===== src/qmt_pkg.sv =====
// Shared types, constants and arithmetic helpers for the quaternion matrix transform.
// No dependencies.
`default_nettype none
package qmt_pkg;

    localparam int FRAC_BITS_DEF = 16;
    localparam int MAT_DEPTH = 16;

    typedef enum logic [1:0] {
        ACT_LOAD      = 2'd0,
        ACT_ROTATE    = 2'd1,
        ACT_TRANSFORM = 2'd2,
        ACT_NONE      = 2'd3
    } action_t;

    // Accumulator operand sources.
    typedef enum logic [2:0] {
        ASRC_ZERO  = 3'd0,
        ASRC_PROD  = 3'd1,
        ASRC_PROD2 = 3'd2,
        ASRC_NPROD2 = 3'd3,
        ASRC_ONE   = 3'd4,
        ASRC_MAT   = 3'd5
    } asrc_t;

    // Multiplier operand sources.
    typedef enum logic [3:0] {
        MSRC_QW = 4'd0, MSRC_QX = 4'd1, MSRC_QY = 4'd2, MSRC_QZ = 4'd3,
        MSRC_PX = 4'd4, MSRC_PY = 4'd5, MSRC_ROT = 4'd6, MSRC_MAT = 4'd7
    } msrc_t;

    typedef struct packed {
        logic        mul_en;     // Register a new product.
        msrc_t       mul_a;
        msrc_t       mul_b;
        logic [3:0]  rot_idx;    // Rotation element read by the multiplier.
        logic [3:0]  mat_idx;    // Matrix element read by multiplier or adder.
        logic        acc_clr;
        logic        acc_en;
        asrc_t       acc_src;
        logic        rot_wr;     // Store saturated sum into rotation scratch.
        logic [3:0]  rot_wr_idx;
        logic        res_wr;     // Store saturated sum into result scratch.
        logic [3:0]  res_wr_idx;
        logic        commit;     // Copy result scratch into the matrix.
        logic        load_wr;
        logic        out_wr;     // Store saturated sum into an output lane.
        logic [1:0]  out_lane;
        logic        capture;    // Latch the input word.
    } dp_cmd_t;

    function automatic logic signed [31:0] sat32(input logic signed [39:0] v);
        if (v > 40'sd2147483647)
            return 32'sh7fffffff;
        else if (v < -40'sd2147483648)
            return 32'sh80000000;
        else
            return v[31:0];
    endfunction

endpackage
`default_nettype wire


===== src/qmt_ctrl.sv =====
// Controller: sequences loads, rotations and point transforms over the shared datapath.
// Depends on qmt_pkg.
`default_nettype none
module qmt_ctrl
    import qmt_pkg::*;
(
    input  wire logic       clk,
    input  wire logic       rst_n,
    input  wire logic       in_valid,
    input  wire logic [1:0] in_action,
    output logic            in_ready,
    output logic            out_valid,
    input  wire logic       out_ready,
    output dp_cmd_t         cmd
);

    typedef enum logic [4:0] {
        ST_IDLE  = 5'b00001,
        ST_LOAD  = 5'b00010,
        ST_QUAT  = 5'b00100,
        ST_MMUL  = 5'b01000,
        ST_XFORM = 5'b10000
    } state_t;

    state_t     state_reg, state_next;
    logic [5:0] step_reg, step_next;
    logic       out_valid_reg, out_valid_next;

    // Inner product counter for the matrix multiply.
    logic [2:0] mm_k_reg;

    // Each term is a product issue followed by its accumulate step; a term sequence
    // for a rotation element: index of the product (0..8 = xx,yy,zz,xy,xz,yz,xw,yw,zw).
    // Rotation elements are built one at a time from a fixed recipe.
    typedef struct packed {
        logic [3:0] dst;
        logic       diag;       // One minus two terms, else two plus or minus.
        logic [3:0] pa;
        logic [3:0] pb;
        logic       neg_b;
    } rrec_t;

    function automatic rrec_t recipe(input logic [3:0] n);
        case (n)
            4'd0:    return '{4'd0,  1'b1, 4'd1, 4'd2, 1'b1};
            4'd1:    return '{4'd1,  1'b0, 4'd3, 4'd8, 1'b0};
            4'd2:    return '{4'd2,  1'b0, 4'd4, 4'd7, 1'b1};
            4'd3:    return '{4'd4,  1'b0, 4'd3, 4'd8, 1'b1};
            4'd4:    return '{4'd5,  1'b1, 4'd0, 4'd2, 1'b1};
            4'd5:    return '{4'd6,  1'b0, 4'd5, 4'd6, 1'b0};
            4'd6:    return '{4'd8,  1'b0, 4'd4, 4'd7, 1'b0};
            4'd7:    return '{4'd9,  1'b0, 4'd5, 4'd6, 1'b1};
            default: return '{4'd10, 1'b1, 4'd0, 4'd1, 1'b1};
        endcase
    endfunction

    function automatic logic [7:0] prod_ops(input logic [3:0] p);
        case (p)
            4'd0:    return {MSRC_QX, MSRC_QX};
            4'd1:    return {MSRC_QY, MSRC_QY};
            4'd2:    return {MSRC_QZ, MSRC_QZ};
            4'd3:    return {MSRC_QX, MSRC_QY};
            4'd4:    return {MSRC_QX, MSRC_QZ};
            4'd5:    return {MSRC_QY, MSRC_QZ};
            4'd6:    return {MSRC_QX, MSRC_QW};
            4'd7:    return {MSRC_QY, MSRC_QW};
            default: return {MSRC_QZ, MSRC_QW};
        endcase
    endfunction

    rrec_t      rr;
    logic [1:0] sub;
    logic [3:0] elem;
    logic [7:0] ops;
    logic [1:0] ri, rj;
    logic [2:0] kk;

    assign in_ready  = (state_reg == ST_IDLE) && !out_valid_reg;
    assign out_valid = out_valid_reg;

    always_comb
    begin
        state_next     = state_reg;
        step_next      = step_reg + 6'd1;
        out_valid_next = out_valid_reg && !out_ready;
        cmd            = '0;
        cmd.mul_a      = MSRC_QW;
        cmd.mul_b      = MSRC_QW;
        cmd.acc_src    = ASRC_ZERO;
        rr   = recipe(step_reg[5:2]);
        sub  = step_reg[1:0];
        elem = step_reg[5:2];
        ops  = 8'd0;
        ri   = 2'd0;
        rj   = 2'd0;
        kk   = 3'd0;
        unique case (state_reg)
            ST_IDLE:
            begin
                step_next = 6'd0;
                if (in_valid && in_ready)
                begin
                    cmd.capture = 1'b1;
                    unique case (action_t'(in_action))
                        ACT_LOAD:      state_next = ST_LOAD;
                        ACT_ROTATE:    state_next = ST_QUAT;
                        ACT_TRANSFORM: state_next = ST_XFORM;
                        default:       state_next = ST_IDLE;
                    endcase
                end
            end
            ST_LOAD:
            begin
                cmd.load_wr = 1'b1;
                state_next  = ST_IDLE;
            end
            ST_QUAT:
            begin
                // Per element: product a plus base, product b while adding a, add b, store.
                unique case (sub)
                    2'd0:
                    begin
                        ops = prod_ops(rr.pa);
                        cmd.mul_en = 1'b1;
                        cmd.mul_a  = msrc_t'(ops[7:4]);
                        cmd.mul_b  = msrc_t'(ops[3:0]);
                        cmd.acc_en = 1'b1;
                        cmd.acc_clr = 1'b1;
                        cmd.acc_src = rr.diag ? ASRC_ONE : ASRC_ZERO;
                    end
                    2'd1:
                    begin
                        ops = prod_ops(rr.pb);
                        cmd.mul_en = 1'b1;
                        cmd.mul_a  = msrc_t'(ops[7:4]);
                        cmd.mul_b  = msrc_t'(ops[3:0]);
                        cmd.acc_en = 1'b1;
                        cmd.acc_src = rr.diag ? ASRC_NPROD2 : ASRC_PROD2;
                    end
                    2'd2:
                    begin
                        cmd.acc_en = 1'b1;
                        cmd.acc_src = rr.neg_b ? ASRC_NPROD2 : ASRC_PROD2;
                    end
                    default:
                    begin
                        cmd.rot_wr = 1'b1;
                        cmd.rot_wr_idx = rr.dst;
                        if (elem == 4'd8)
                        begin
                            state_next = ST_MMUL;
                            step_next  = 6'd0;
                        end
                    end
                endcase
            end
            ST_MMUL:
            begin
                // Element (i,j): products over k are issued for k=0..3 and accumulated in the cycle
                // after their issue, then the sum is stored.
                ri = step_reg[1:0];
                rj = step_reg[3:2];
                state_next = ST_MMUL;
                step_next = step_reg;
                kk = mm_k_reg;
                if (kk < 3'd4)
                begin
                    cmd.mul_en  = 1'b1;
                    cmd.mul_a   = MSRC_ROT;
                    cmd.mul_b   = MSRC_MAT;
                    cmd.rot_idx = {kk[1:0], ri};
                    cmd.mat_idx = {rj, kk[1:0]};
                end
                if (kk != 3'd0 && kk < 3'd5)
                begin
                    cmd.acc_en  = 1'b1;
                    cmd.acc_clr = (kk == 3'd1);
                    cmd.acc_src = ASRC_PROD;
                end
                if (kk == 3'd5)
                begin
                    cmd.res_wr = 1'b1;
                    cmd.res_wr_idx = {rj, ri};
                    step_next = step_reg + 6'd1;
                    if (step_reg[3:0] == 4'd15)
                    begin
                        cmd.commit = 1'b0;
                        state_next = ST_MMUL;
                        step_next  = 6'd16;
                    end
                end
                if (step_reg[4])
                begin
                    cmd = '0;
                    cmd.mul_a = MSRC_QW;
                    cmd.mul_b = MSRC_QW;
                    cmd.acc_src = ASRC_ZERO;
                    cmd.commit = 1'b1;
                    state_next = ST_IDLE;
                end
            end
            ST_XFORM:
            begin
                // Per row: px product, py product while adding px, add translation,
                // add py and store.
                ri = step_reg[3:2];
                unique case (sub)
                    2'd0:
                    begin
                        cmd.mul_en = 1'b1;
                        cmd.mul_a = MSRC_MAT;
                        cmd.mul_b = MSRC_PX;
                        cmd.mat_idx = {2'd0, ri};
                        cmd.acc_en = 1'b1;
                        cmd.acc_clr = 1'b1;
                        cmd.acc_src = ASRC_ZERO;
                    end
                    2'd1:
                    begin
                        cmd.mul_en = 1'b1;
                        cmd.mul_a = MSRC_MAT;
                        cmd.mul_b = MSRC_PY;
                        cmd.mat_idx = {2'd1, ri};
                        cmd.acc_en = 1'b1;
                        cmd.acc_src = ASRC_PROD;
                    end
                    2'd2:
                    begin
                        cmd.acc_en = 1'b1;
                        cmd.acc_src = ASRC_PROD;
                    end
                    default:
                    begin
                        cmd.out_wr = 1'b1;
                        cmd.out_lane = ri;
                        cmd.acc_en = 1'b1;
                        cmd.acc_src = ASRC_PROD;
                        if (ri == 2'd2)
                        begin
                            state_next = ST_IDLE;
                            out_valid_next = 1'b1;
                        end
                    end
                endcase
                // The translation element is read in the third sub-step; the adder
                // stage swaps the matrix operand in for the product there.
                if (sub == 2'd2)
                begin
                    cmd.acc_src = ASRC_PROD;
                    cmd.mat_idx = {2'd3, ri};
                end
            end
            default: state_next = ST_IDLE;
        endcase
    end

    always_ff @(posedge clk or negedge rst_n)
    begin
        if (!rst_n)
        begin
            state_reg     <= ST_IDLE;
            step_reg      <= '0;
            out_valid_reg <= 1'b0;
            mm_k_reg      <= '0;
        end
        else
        begin
            state_reg     <= state_next;
            step_reg      <= step_next;
            out_valid_reg <= out_valid_next;
            if (state_reg == ST_MMUL && mm_k_reg != 3'd5)
                mm_k_reg <= mm_k_reg + 3'd1;
            else
                mm_k_reg <= '0;
        end
    end

endmodule
`default_nettype wire


===== config.mk =====
export PLATFORM = sky130hd
export DESIGN_NAME = qmt_ctrl
export DESIGN_NICKNAME = d
export VERILOG_FILES = /design/src/qmt_pkg.sv /design/src/qmt_ctrl.sv
export SDC_FILE = /design/constraint.sdc
export NUM_CORES = 1
export LEC_CHECK = 0
export ABC_AREA = 1
export BUFFER_PORTS_ARGS = -buffer_cell sky130_fd_sc_hd__buf_4
export CAP_MARGIN = 10
export CORE_UTILIZATION = 40
export CTS_BUF_LIST = sky130_fd_sc_hd__clkbuf_4
export DETAILED_ROUTE_END_ITERATION = 10
export PLACE_DENSITY = 0.69
export SYNTH_ARGS = -nofsm -noshare
export SYNTH_HDL_FRONTEND = slang
export SYNTH_SLANG_ARGS = --single-unit

===== constraint.sdc =====
create_clock -name clk -period 3.93 [get_ports clk]
set_clock_uncertainty 0.2 [all_clocks]
set_input_delay 0.1965 -clock clk [delete_from_list [all_inputs] [get_ports clk]]
set_output_delay 0.1965 -clock clk [all_outputs]
set_load 0.01 [all_outputs]

# [After elaboration in Yosys (flattened, before gate mapping)]
# Memory sizes are Yosys's and may differ from the RTL's.
# Cells that the tools add are included.
[op_classes] n_mul=0 div_mod_pow=0 addsub=2 mux=47 n_reduce_logical=12 bitwise_logic=0 eq_ne=21 n_shift=0 magnitude_cmp=2
[op_table] cell="$mux W38" n=1
[op_table] cell="$mux W6" n=6
[op_table] cell="$pmux W9 S2" n=2
[op_table] cell="$mux W5" n=7
[op_table] cell="$pmux W5 S3" n=2
[op_table] cell="$pmux W9 S3" n=1
[op_table] cell="$pmux W5 S4" n=1
[op_table] cell="$pmux W6 S3" n=1
[op_table] cell="$mux W17" n=1
[op_table] cell="$mux W8" n=2
[op_table] cell="$mux W14" n=1
[op_table] cell="$mux W3" n=4
[op_table] cell="$mux W4" n=3
[op_table] cell="$pmux W3 S2" n=2
[op_table] cell="$pmux W4 S3" n=1
[op_table] cell="$ne A2 B2 Y1 const B" n=5
[op_table] cell="$pmux W5 S2" n=1
[op_table] cell="$eq A4 B4 Y1 const B" n=2
[op_table] cell="$mux W1" n=8
[op_table] cell="$pmux W4 S2" n=1
[op_table] cell="$add A6 B1 Y6 const B" n=1
[op_table] cell="$eq A2 B2 Y1 const B" n=3
[op_table] cell="$lt A3 B3 Y1 const B" n=2
[op_table] cell="$eq A5 B1 Y1 const B" n=1
[op_table] cell="17 further kinds" n=25
[word_totals] out_inout_bits=40 memories=3 wordCells=91 in_bits=6 latchBits=0 ram_bits=0 rom_bits=168 register_bits=15
[memory_table] memory="(no name shown)" depth=8 width=13 read_ports=1 rd_ports_with_merged_regs=0 write_ports=0 line="qmt_ctrl.sv:44" rtl="case (n)"
[memory_table] memory="(no name shown)" depth=8 width=4 read_ports=1 rd_ports_with_merged_regs=0 write_ports=0 line="qmt_ctrl.sv:58" rtl="case (p)"
[memory_table] memory="(no name shown)" depth=8 width=4 read_ports=1 rd_ports_with_merged_regs=0 write_ports=0 line="qmt_ctrl.sv:58"

# [Longest topological paths before layout]
# Gate-level depths: netlist of the first run.
# An unclocked memory read counts as a cell.
[logic_depth] word_depth=6 depth_mapped=12 depth_no_buf=11

# [Worst setup path after synthesis of the first run]
# OpenSTA, ideal clock, no wires.
[synth_timing] kind="reg2out" from="reg step_reg[2]" to="out cmd[34] in the netlist's numbering" arrival_ns=1.476 path_buffers=0 required_ns=3.533 stages_incl_launch_ff=12 path_slack_ns=2.058 path_cell_list="dfrtp_1 -> inv_2 -> ha_1 -> nand2_1 -> nand3_1 -> ha_1 -> nand2_1 -> nand2_1 -> nand2_1 -> nand2_1 -> nand2_1 -> nand2_1"
[synth_rtl] item="from (decl)" line="qmt_ctrl.sv:26" rtl="logic [5:0] step_reg, step_next;"
[synth_rtl] item="from (signal assigned)" line="qmt_ctrl.sv:269" rtl="step_reg <= step_next;"
[synth_rtl] item="to (decl)" line="qmt_ctrl.sv:14" rtl="output dp_cmd_t cmd"

==> results.py, run 1 <==
metrics = {
    "placement": {
        "io_buffer_count": 43,
        "dp_hpwl_um": 3550,
        "gp_congestion": 0.850,
        "pre_cts_ws_ns": 1.81,
    },
    "setup_path": {
        "reg2reg_from": "mm_k_reg[1]",
        "worstSetupStartpoint": "step_reg[2]",
        "path_max_fanout": 11,
        "rr_worst_depth": 10,
        "path_class": "register to primary output",
        "cp-endpoint": "cmd[34]",
        "cp.arrival_ns": 2.06,
        "required_ns": 3.53,
        "cp-end-kind": "primary output",
        "rrSetupSlack_ns": 2.07,
        "rr_endpoint": "step_reg[3]",
        "startpoint_type": "register",
    },
    "outcome": {
        "run_status": "complete, no violations",
    },
    "synthesis": {
        "syn-cell-area_um2": 1720,
        "synth.distinct_cells": 33,
        "synth_area_per_cell_um2": 6.66,
        "yosysWarnings": 0,
        "yosysTopAreaCellShare_pct": 20.4,
        "synthTopCellsByArea": "dfrtp_1 20%, nand2_1 14%, ha_1 14%, inv_1 9.2%, nor2_1 7.2%",
        "seq_area_frac_synth_pct": 21.9,
        "synth-seq-cells": 15,
        "yosys.area.top_type": "dfrtp_1",
        "syn-instance-count": 258,
    },
    "floorplan": {
        "initial_core_util_pct": 42.3,
        "rows": 23,
        "fp.dieH_um": 67.5,
        "num_io_pins": 46,
        "die_x_um": 67.5,
        "floorplan.die_area_um2": 4560,
        "core-area_um2": 4060,
    },
    "sta": {
        "rsz0062_at_grt": "false",
        "fin_setup_tns_ns": 0,
        "final.setup.worst_slack_ns": 1.47,
        "final-setup-viol-count": 0,
        "post-route-min-period_ns": 2.46,
        "max_freq_ghz": 0.407,
        "finalCritPeriodShare_pct": 62.5,
        "hold_viol_final": 0,
        "drv_slew": 0,
        "whs_ns": 0.0876,
    },
    "cts": {
        "clk_pin_slew_ns": 0.10,
        "numCtsBuffers": 3,
        "htreeDepth": 1,
        "cts_tree": "yes",
        "clk_latency_ns": 0.29,
        "cts.root.buffer_cell": "clkbuf_4",
        "cts_sinks": 15,
        "clockBufferDepth": 2,
    },
    "layout": {
        "drive_gt1_share_pct": 24.3,
        "largest_register_ffs": 6,
        "final_util_pct": 52.7,
        "diodes": 0,
        "syn_to_final_growth_pct": 24.5,
        "num-nets-final": 331,
        "final_common_cell": "nand2_1",
        "layout_common_cells": "65 x nand2_1, 43 x buf_4, 42 x inv_1, 33 x nor2_1, 19 x ha_1",
    },
    "power_and_ir_drop": {
        "ir_worst_vdd_mv": 0.355,
        "leakage_nw": 1.21,
        "power-per-cell-area_nw_per_um2": 603,
    },
    "global_routing": {
        "grt_start_max_net_pins": 16,
        "grt_antenna_before_repair": 0,
        "grt_use_total_pct": 21.3,
        "grt_overflow": 0,
        "grt_pass1_vias": 1675,
        "grt_pass1_wl_um": 7310,
    },
    "hold_path": {
        "hp-class": "primary input to async pin",
    },
    "routing": {
        "viasPerCell": 4.95,
        "vias": 1756,
        "dr.pass1.iters": 4,
        "routed_wl_um": 4450,
        "drt-initial-drc-count": 75,
        "wl_per_cell_um": 12.5,
        "ant_nets": 0,
        "drc_errors": 0,
    },
    "flow_run": {
        "drv_cap": 0,
    },
}
==> logic make-up after synthesis <==
kind of cell / count (synthesis) / share of synthesized area [%]
simple gates: 142 / 39.6
buf+inv: 53 / 13.4
compound gates: 27 / 10.5
fa+ha+maj: 19 / 13.8
flops: 15 / 21.9
xor+xnor: 1 / 0.510
other cells: 1 / 0.218
==> power by group <==
part	total, mW	switching (mW)	leakage [nW]	internal [mW]
clock network	0.0974	0.0510	0.0184	0.0463
registers	0.273	0.0700	0.201	0.203
logic	0.919	0.591	0.988	0.328
total	1.29	0.712	1.21	0.577
==> cell usage after synthesis <==
cell type  count
inv_1         42
nand3_2        2
nor2_1        33
nand2_1       65
nor2_8         1
o21a_1         1
nor3_1         4
nor2_4         3
a21oi_1        5
o21ai_1        1
a21oi_2        2
ha_1          19
o22ai_2        3
nand3_1       18
conb_1         1
o211ai_1       3
xnor2_1        1
nor4_1         1
buf_4          4
o21ai_0        9
a211oi_1       1
nand4_2        2
nand3_4        1
dfrtp_1       14
nand2_2        4
nand2_4        1
inv_2          4
buf_2          1
nor2_2         3
nand4_1        4
buf_6          2
dfstp_2        1
o22ai_1        2
==> metrics by stage <==
step | instance area [um^2] | power [mW] | cells
2_1_floorplan | 1720 | 0.938 | 259
3_3_place_gp | 2050 | 1.17 | 345
3_5_place_dp | 2050 | 1.18 | 345
4_1_cts | 2140 | 1.29 | 355
5_1_grt | 2140 | 1.42 | 355
6_report | 2140 | 1.29 | 355
==> what timing repair did <==
item / CTS / global route
endpoints found under the hold margin: 20 / 0
resized for setup: 0 / 0
buffers inserted: 0 / 0
hold buffers: 6 / 0
==> worst max-delay path, cell delays in order, from the launching register on <==
cell and delay [ns]:
dfrtp_1 0.48, inv_2 0.16, ha_1 0.22, nand2_1 0.08
nand3_1 0.10, ha_1 0.29, nand2_1 0.07, nand2_1 0.05
nand2_1 0.05, nand2_1 0.05, nand2_1 0.05, nand2_1 0.04
buf_4 0.14
==> metal layers <==
metal,up-vias,routed length (um),global-route usage (%),share of wire (%)
li1,905,-,-,-
met1,807,2120,28.8,48
met2,40,2130,35.8,48
met3,4,158,2.20,3.6
met4,0,39,5.32,0.88
met5,-,0,0,0
==> final cells by class <==
class	count	area, um^2
clock buffer	4	30.0
fill	384	1920
inverter	46	173
multi-input combinational	191	1110
sequential	15	377
tap	50	62.6
timing repair buffer	49	383
==> worst min path at each step <==
stage	start	slack (ns)	to
6_report	rst_n	0.09	state_reg[2]
5_1_grt	rst_n	0.12	state_reg[2]
4_1_cts	rst_n	0.09	state_reg[2]
3_5_place_dp	rst_n	-0.13	step_reg[5]
3_3_place_gp	rst_n	-0.13	step_reg[5]
2_1_floorplan	rst_n	-0.30	mm_k_reg[0]
(Power assumes the default switching activity.)
==> run 2: changes to the inputs <==
Settings changed: ABC_AREA 1 to 0, PLACE_DENSITY 0.69 to 0.7.
Clock period 3.93 ns to 2.45 ns, I/O delays scaled along.
==> results.py, run 2 <==
metrics = {
    "outcome": {
        "run_status": "complete, no violations",
    },
    "setup_path": {
        "cp-end-kind": "primary output",
        "crit_top_cell": "buf_4",
        "required_ns": 2.13,
        "worstPathCellList": "buf_4, a2111oi_0, a2bb2oi_1, nand3_1, buf_4",
        "cp_slowest_cell": "a2111oi_0",
        "max_stage_delay_ns": 0.64,
        "startpoint_type": "register",
        "critPathTopFamily": "compound AO/OA/AOI/OAI gates",
        "cp.arrival_ns": 2.02,
        "path_class": "register to primary output",
        "cp_num_buf_inv": 2,
        "path_max_fanout": 6,
    },
    "routing": {
        "drc_errors": 0,
        "vias": 1731,
        "ant_nets": 0,
        "routed_wl_um": 4600,
        "drt-initial-drc-count": 112,
        "wl_per_cell_um": 14.9,
        "dr.pass1.iters": 4,
        "viasPerCell": 5.60,
    },
    "synthesis": {
        "yosys.area.top_type": "dfrtp_1",
        "synthArstFlopShare_pct": 100,
        "syn-instance-count": 209,
        "synth_compound_area_share_pct": 20.2,
        "syn-cell-area_um2": 1630,
        "synth_common_cells": "19 x ha_1, 19 x nor2_1, 17 x o21ai_0",
        "synth_top_family_by_area": "simple AND/OR/NAND/NOR gates",
        "yosys.area_share.simple_pct": 27.8,
        "seq_area_frac_synth_pct": 23.1,
        "ys.flop_type": "dfrtp_1",
        "synth_fa_ha_area_share_pct": 14.6,
        "synthTopCellsByArea": "dfrtp_1 21%, ha_1 15%, o21ai_0 5.2%, nor2_1 4.4%, nand2_1 3.7%",
        "synth-seq-cells": 15,
        "yosysWarnings": 0,
        "synth_xor_xnor_area_share_pct": 3.22,
        "synth_area_per_cell_um2": 7.81,
        "synth_edf_count": 0,
        "synthMuxAreaShare_pct": 3.14,
        "synth.distinct_cells": 48,
        "yosysTopAreaCellShare_pct": 21.5,
    },
    "cts": {
        "clk_pin_slew_ns": 0.09,
        "htreeDepth": 1,
        "cts_tree": "yes",
        "clk_latency_ns": 0.28,
        "clockBufferDepth": 2,
        "cts.root.buffer_cell": "clkbuf_4",
        "cts_sinks": 15,
        "numCtsBuffers": 3,
    },
    "global_routing": {
        "grt_antenna_before_repair": 0,
        "grt_start_max_net_pins": 16,
        "grt_overflow": 0,
        "grt_use_total_pct": 22.8,
        "grt_pass1_wl_um": 7670,
        "grt_pass1_vias": 1633,
    },
    "sta": {
        "hold_viol_final": 0,
        "final-setup-viol-count": 0,
        "post-route-min-period_ns": 2.35,
        "whs_ns": 0.0172,
        "max-slew-margin-rel_pct": 54.4,
        "fin_setup_tns_ns": 0,
        "drv_slew": 0,
        "worst_pin_slew_ns": 0.667,
        "finalCritPeriodShare_pct": 95.7,
        "rsz0062_at_grt": "false",
        "max_freq_ghz": 0.426,
    },
    "power_and_ir_drop": {
        "leakage_nw": 1.00,
        "total_power_mw": 1.35,
        "power-per-cell-area_nw_per_um2": 633,
        "ir_worst_vdd_mv": 0.428,
    },
    "floorplan": {
        "die_x_um": 65.9,
        "floorplan.die_area_um2": 4340,
        "num_io_pins": 46,
        "initial_core_util_pct": 43.0,
        "rows": 22,
        "core-area_um2": 3800,
        "fp.dieH_um": 65.9,
    },
    "layout": {
        "largest_register_ffs": 6,
        "nFillCells": 375,
        "layout_common_cells": "56 x buf_4, 18 x nor2_1, 16 x o21ai_0, 16 x nand2_1, 16 x ha_1",
        "syn_to_final_growth_pct": 31.2,
        "num-nets-final": 287,
        "drive_gt1_share_pct": 28.7,
        "final_cell_area_um2": 2140,
        "final_util_pct": 56.4,
        "final_common_cell": "buf_4",
        "diodes": 0,
    },
    "placement": {
        "dp_hpwl_um": 3560,
        "io_buffer_count": 43,
        "gp_congestion": 0.919,
        "placed_area_um2": 2030,
    },
    "hold_path": {
        "hp-class": "primary input to async pin",
    },
    "flow_run": {
        "drv_cap": 0,
    },
}
==> run 2: cell count changes in the layout (fill, tap and decap cells not counted), moves of 6 or more <==
cell     previous run  this run
buf_4              43        56
and2_1              0         8
o21ai_0             9        16
and3_1              0         6
nor2_1             33        18
nand2_1            65        16
nand3_1            18        11
inv_1              42         9
==> run 2: final timing paths <==
check | from | to | slack [ns] | cells after the start
min in group clk | in_valid | state_reg[4] | 0.02 | 3
setup / recovery | step_reg[3] | cmd[29] | 0.10 | 5
max in group asynchronous | rst_n | state_reg[0] | 1.79 | 2
hold / removal | rst_n | out_valid | 0.02 | 2
hold reg to reg | mm_k_reg[0] | mm_k_reg[0] | 0.31 | 1
setup reg to reg | state_reg[3] | state_reg[1] | 0.33 | 5
==> run 2: cell type report <==
class                           instances  area, um^2  share of cell area (%)
Clock buffer                            4        30.0                    1.40
Inverter                               12        45.0                    2.10
Multi-Input combinational cell        168        1150                    53.5
Sequential cell                        15         378                    17.7
Tap cell                               48        60.1                    2.81
Timing Repair Buffer                   62         482                    22.5
==> run 2: kinds of logic (layout without fill, tap and decap cells) <==
kind of cell | after synthesis | after routing
and+or+nand+nor | 85 | 85
AOI/OAI and AO/OA | 51 | 51
buffers and inverters | 27 | 78
adders and majority gates | 19 | 19
DFF | 15 | 15
xor gates and xnor gates | 6 | 6
muxes | 5 | 5
other | 1 | 2
==> run 2: per-layer routing <==
layer	share of wire (%)	GRT usage [%]	wire (um)
met1	47	32.0	2180
met3	5.7	4.31	261
met2	45	36.0	2090
met5	0	0	0
met4	1.4	4.35	63
==> run 2: through the flow <==
stage | cells | setup slack (ns)
3_5_place_dp | 298 | 0.259
3_3_place_gp | 298 | 0.312
2_1_floorplan | 210 | 0.410
4_1_cts | 307 | 0.0247
6_report | 309 | 0.104
5_1_grt | 309 | 0.00335
==> run 2: worst register-to-register path, delay by kind of cell, from the launching register on <==
family	cells	cell delay (ns)
and+or+nand+nor	4	0.75
buffers and inverters	1	0.58
DFF	1	0.53
==> run 2: where the power goes <==
part	switching (mW)	internal, mW	total (mW)
logic	0.475	0.372	0.846
clock network	0.0779	0.0744	0.152
registers	0.0602	0.296	0.356
==> run 2: repair_timing <==
item,in CTS,in global routing
setup buffers,0,2
endpoints found under the hold margin,19,0
hold buffers,5,0
gates resized for setup,2,8
pin swaps,0,1
endpoints found under the setup margin,1,3
==> run 3: changes to the inputs <==
Settings changed: ABC_AREA 0 to 1, PLACE_DENSITY 0.7 to 0.69.
==> results.py, run 3 (synthesis results as in run 1) <==
metrics = {
    "cts": {
        "numCtsBuffers": 3,
        "htreeDepth": 1,
        "clk_pin_slew_ns": 0.10,
        "cts_sinks": 15,
        "cts_tree": "yes",
        "postCtsSetupBuffers": 0,
        "cts.root.buffer_cell": "clkbuf_4",
        "clk_latency_ns": 0.28,
        "clockBufferDepth": 2,
    },
    "routing": {
        "ant_nets": 0,
        "drt-initial-drc-count": 65,
        "vias": 1766,
        "wl_per_cell_um": 12.5,
        "viasPerCell": 4.92,
        "drc_errors": 0,
        "routed_wl_um": 4480,
        "dr.pass1.iters": 5,
    },
    "power_and_ir_drop": {
        "p_int_mw": 0.969,
        "ir_worst_vdd_mv": 0.451,
        "p_clk_share_pct": 7.4,
        "leakage_nw": 1.23,
        "power.switching_mw": 1.14,
        "total_power_mw": 2.11,
        "power-per-cell-area_nw_per_um2": 968,
        "switching_share_pct": 54.0,
        "seq_power_share_pct": 19.9,
        "combPwrFrac_pct": 72.7,
    },
    "sta": {
        "finalCritPeriodShare_pct": 94.9,
        "max_freq_ghz": 0.430,
        "final-setup-viol-count": 0,
        "hold_viol_final": 0,
        "rsz0062_at_grt": "false",
        "post-route-min-period_ns": 2.32,
        "drv_slew": 0,
        "fin_setup_tns_ns": 0,
    },
    "global_routing": {
        "grt_overflow": 0,
        "grt_antenna_before_repair": 0,
        "grt_start_max_net_pins": 16,
        "grt_use_total_pct": 21.4,
        "grt_pass1_vias": 1585,
        "grt_pass1_wl_um": 7330,
    },
    "setup_path": {
        "path_class": "register to register",
        "rr_worst_depth": 9,
        "startpoint_type": "register",
        "cp.arrival_ns": 2.36,
        "cp-end-kind": "register",
        "required_ns": 2.48,
        "path_max_fanout": 9,
    },
    "floorplan": {
        "core-area_um2": 4060,
        "fp.dieH_um": 67.5,
        "die_x_um": 67.5,
        "num_io_pins": 46,
        "rows": 23,
        "initial_core_util_pct": 42.3,
        "floorplan.die_area_um2": 4560,
    },
    "layout": {
        "diodes": 0,
        "largest_register_ffs": 6,
        "num-nets-final": 335,
        "final_cell_area_um2": 2170,
        "syn_to_final_growth_pct": 26.6,
        "layout_common_cells": "65 x nand2_1, 46 x buf_4, 42 x inv_1, 33 x nor2_1, 19 x ha_1",
        "final_common_cell": "nand2_1",
        "drive_gt1_share_pct": 25.6,
        "nFillCells": 430,
    },
    "outcome": {
        "run_status": "complete, no violations",
    },
    "hold_path": {
        "hp-class": "primary input to async pin",
    },
    "flow_run": {
        "drv_cap": 0,
    },
    "placement": {
        "io_buffer_count": 43,
        "placed_area_um2": 2070,
        "gp_congestion": 0.806,
        "dp_hpwl_um": 3570,
    },
}
[run 3: cell types whose count changed in the layout (fill, tap and decap cells not counted), sizes merged, moves of 7 or more]
cell   previous run  this run
nand3            11        21
buf              57        46
and2              8         0
nand2            17        70
nor2             19        40
inv              12        46
o21ai            17        10
[run 3: path summary, 6_finish.rpt]
path	endpoint	slack, ns	start
setup / recovery	state_reg[0]	0.13	step_reg[3]
hold / removal	step_reg[5]	0.02	rst_n
max in group asynchronous	state_reg[0]	1.78	rst_n
min in group clk	mm_k_reg[0]	0.32	mm_k_reg[0]
setup reg to reg	state_reg[0]	0.13	step_reg[3]
hold reg to reg	mm_k_reg[0]	0.32	mm_k_reg[0]
[run 3: what timing repair did]
action	4_1_cts	5_1_grt
hold endpoints to repair	20	0
resized for setup	0	2
hold buffers	7	0
setup endpoints to repair	0	3
[run 3: final cells by class]
class | count | area, um^2 | area share, %
inverter | 46 | 173 | 7.94
tap | 50 | 62.6 | 2.88
sequential | 15 | 379 | 17.4
clock buffer | 4 | 30.0 | 1.38
timing repair buffer | 53 | 415 | 19.1
multi-input combinational | 191 | 1110 | 51.3
[run 3: critical path, cell delays in order, from the launching register on]
cell and delay [ns]:
dfrtp_1 0.39, inv_1 0.27, ha_1 0.27, nand4_1 0.15, nand2_4 0.14, nand2_2 0.07, nor2_2 0.13, nand2_1 0.07
nand2_1 0.05, dlygate4sd3_1 0.54
[run 3: per-layer routing]
layer / GRT usage [%] / share of wire [%] / up-vias
li1: - / - / 909
met1: 30.5 / 47 / 807
met2: 35.0 / 49 / 48
met3: 2.53 / 4.3 / 2
met4: 3.19 / 0.51 / 0
met5: 0 / 0 / -
[run 3: power by group through the flow]
stage | clock (mW) | sequential (mW) | combinational [mW]
2_1_floorplan | 0 | 0.402 | 1.10
3_3_place_gp | 0 | 0.413 | 1.47
3_5_place_dp | 0 | 0.420 | 1.48
4_1_cts | 0.160 | 0.414 | 1.53
5_1_grt | 0.174 | 0.430 | 1.74
6_report | 0.155 | 0.419 | 1.53
[run 3: through the flow]
step,instances,setup slack [ns],util (%),hold WS (ns)
finish,359,0.126,53.6,0.0206
global route,359,0.0110,53.6,0.0424
CTS,359,0.0912,53.5,0.0172
detailed placement,348,0.398,51.1,-0.206
global placement,348,0.471,51.1,-0.205
floorplan,259,0.652,-,-0.373
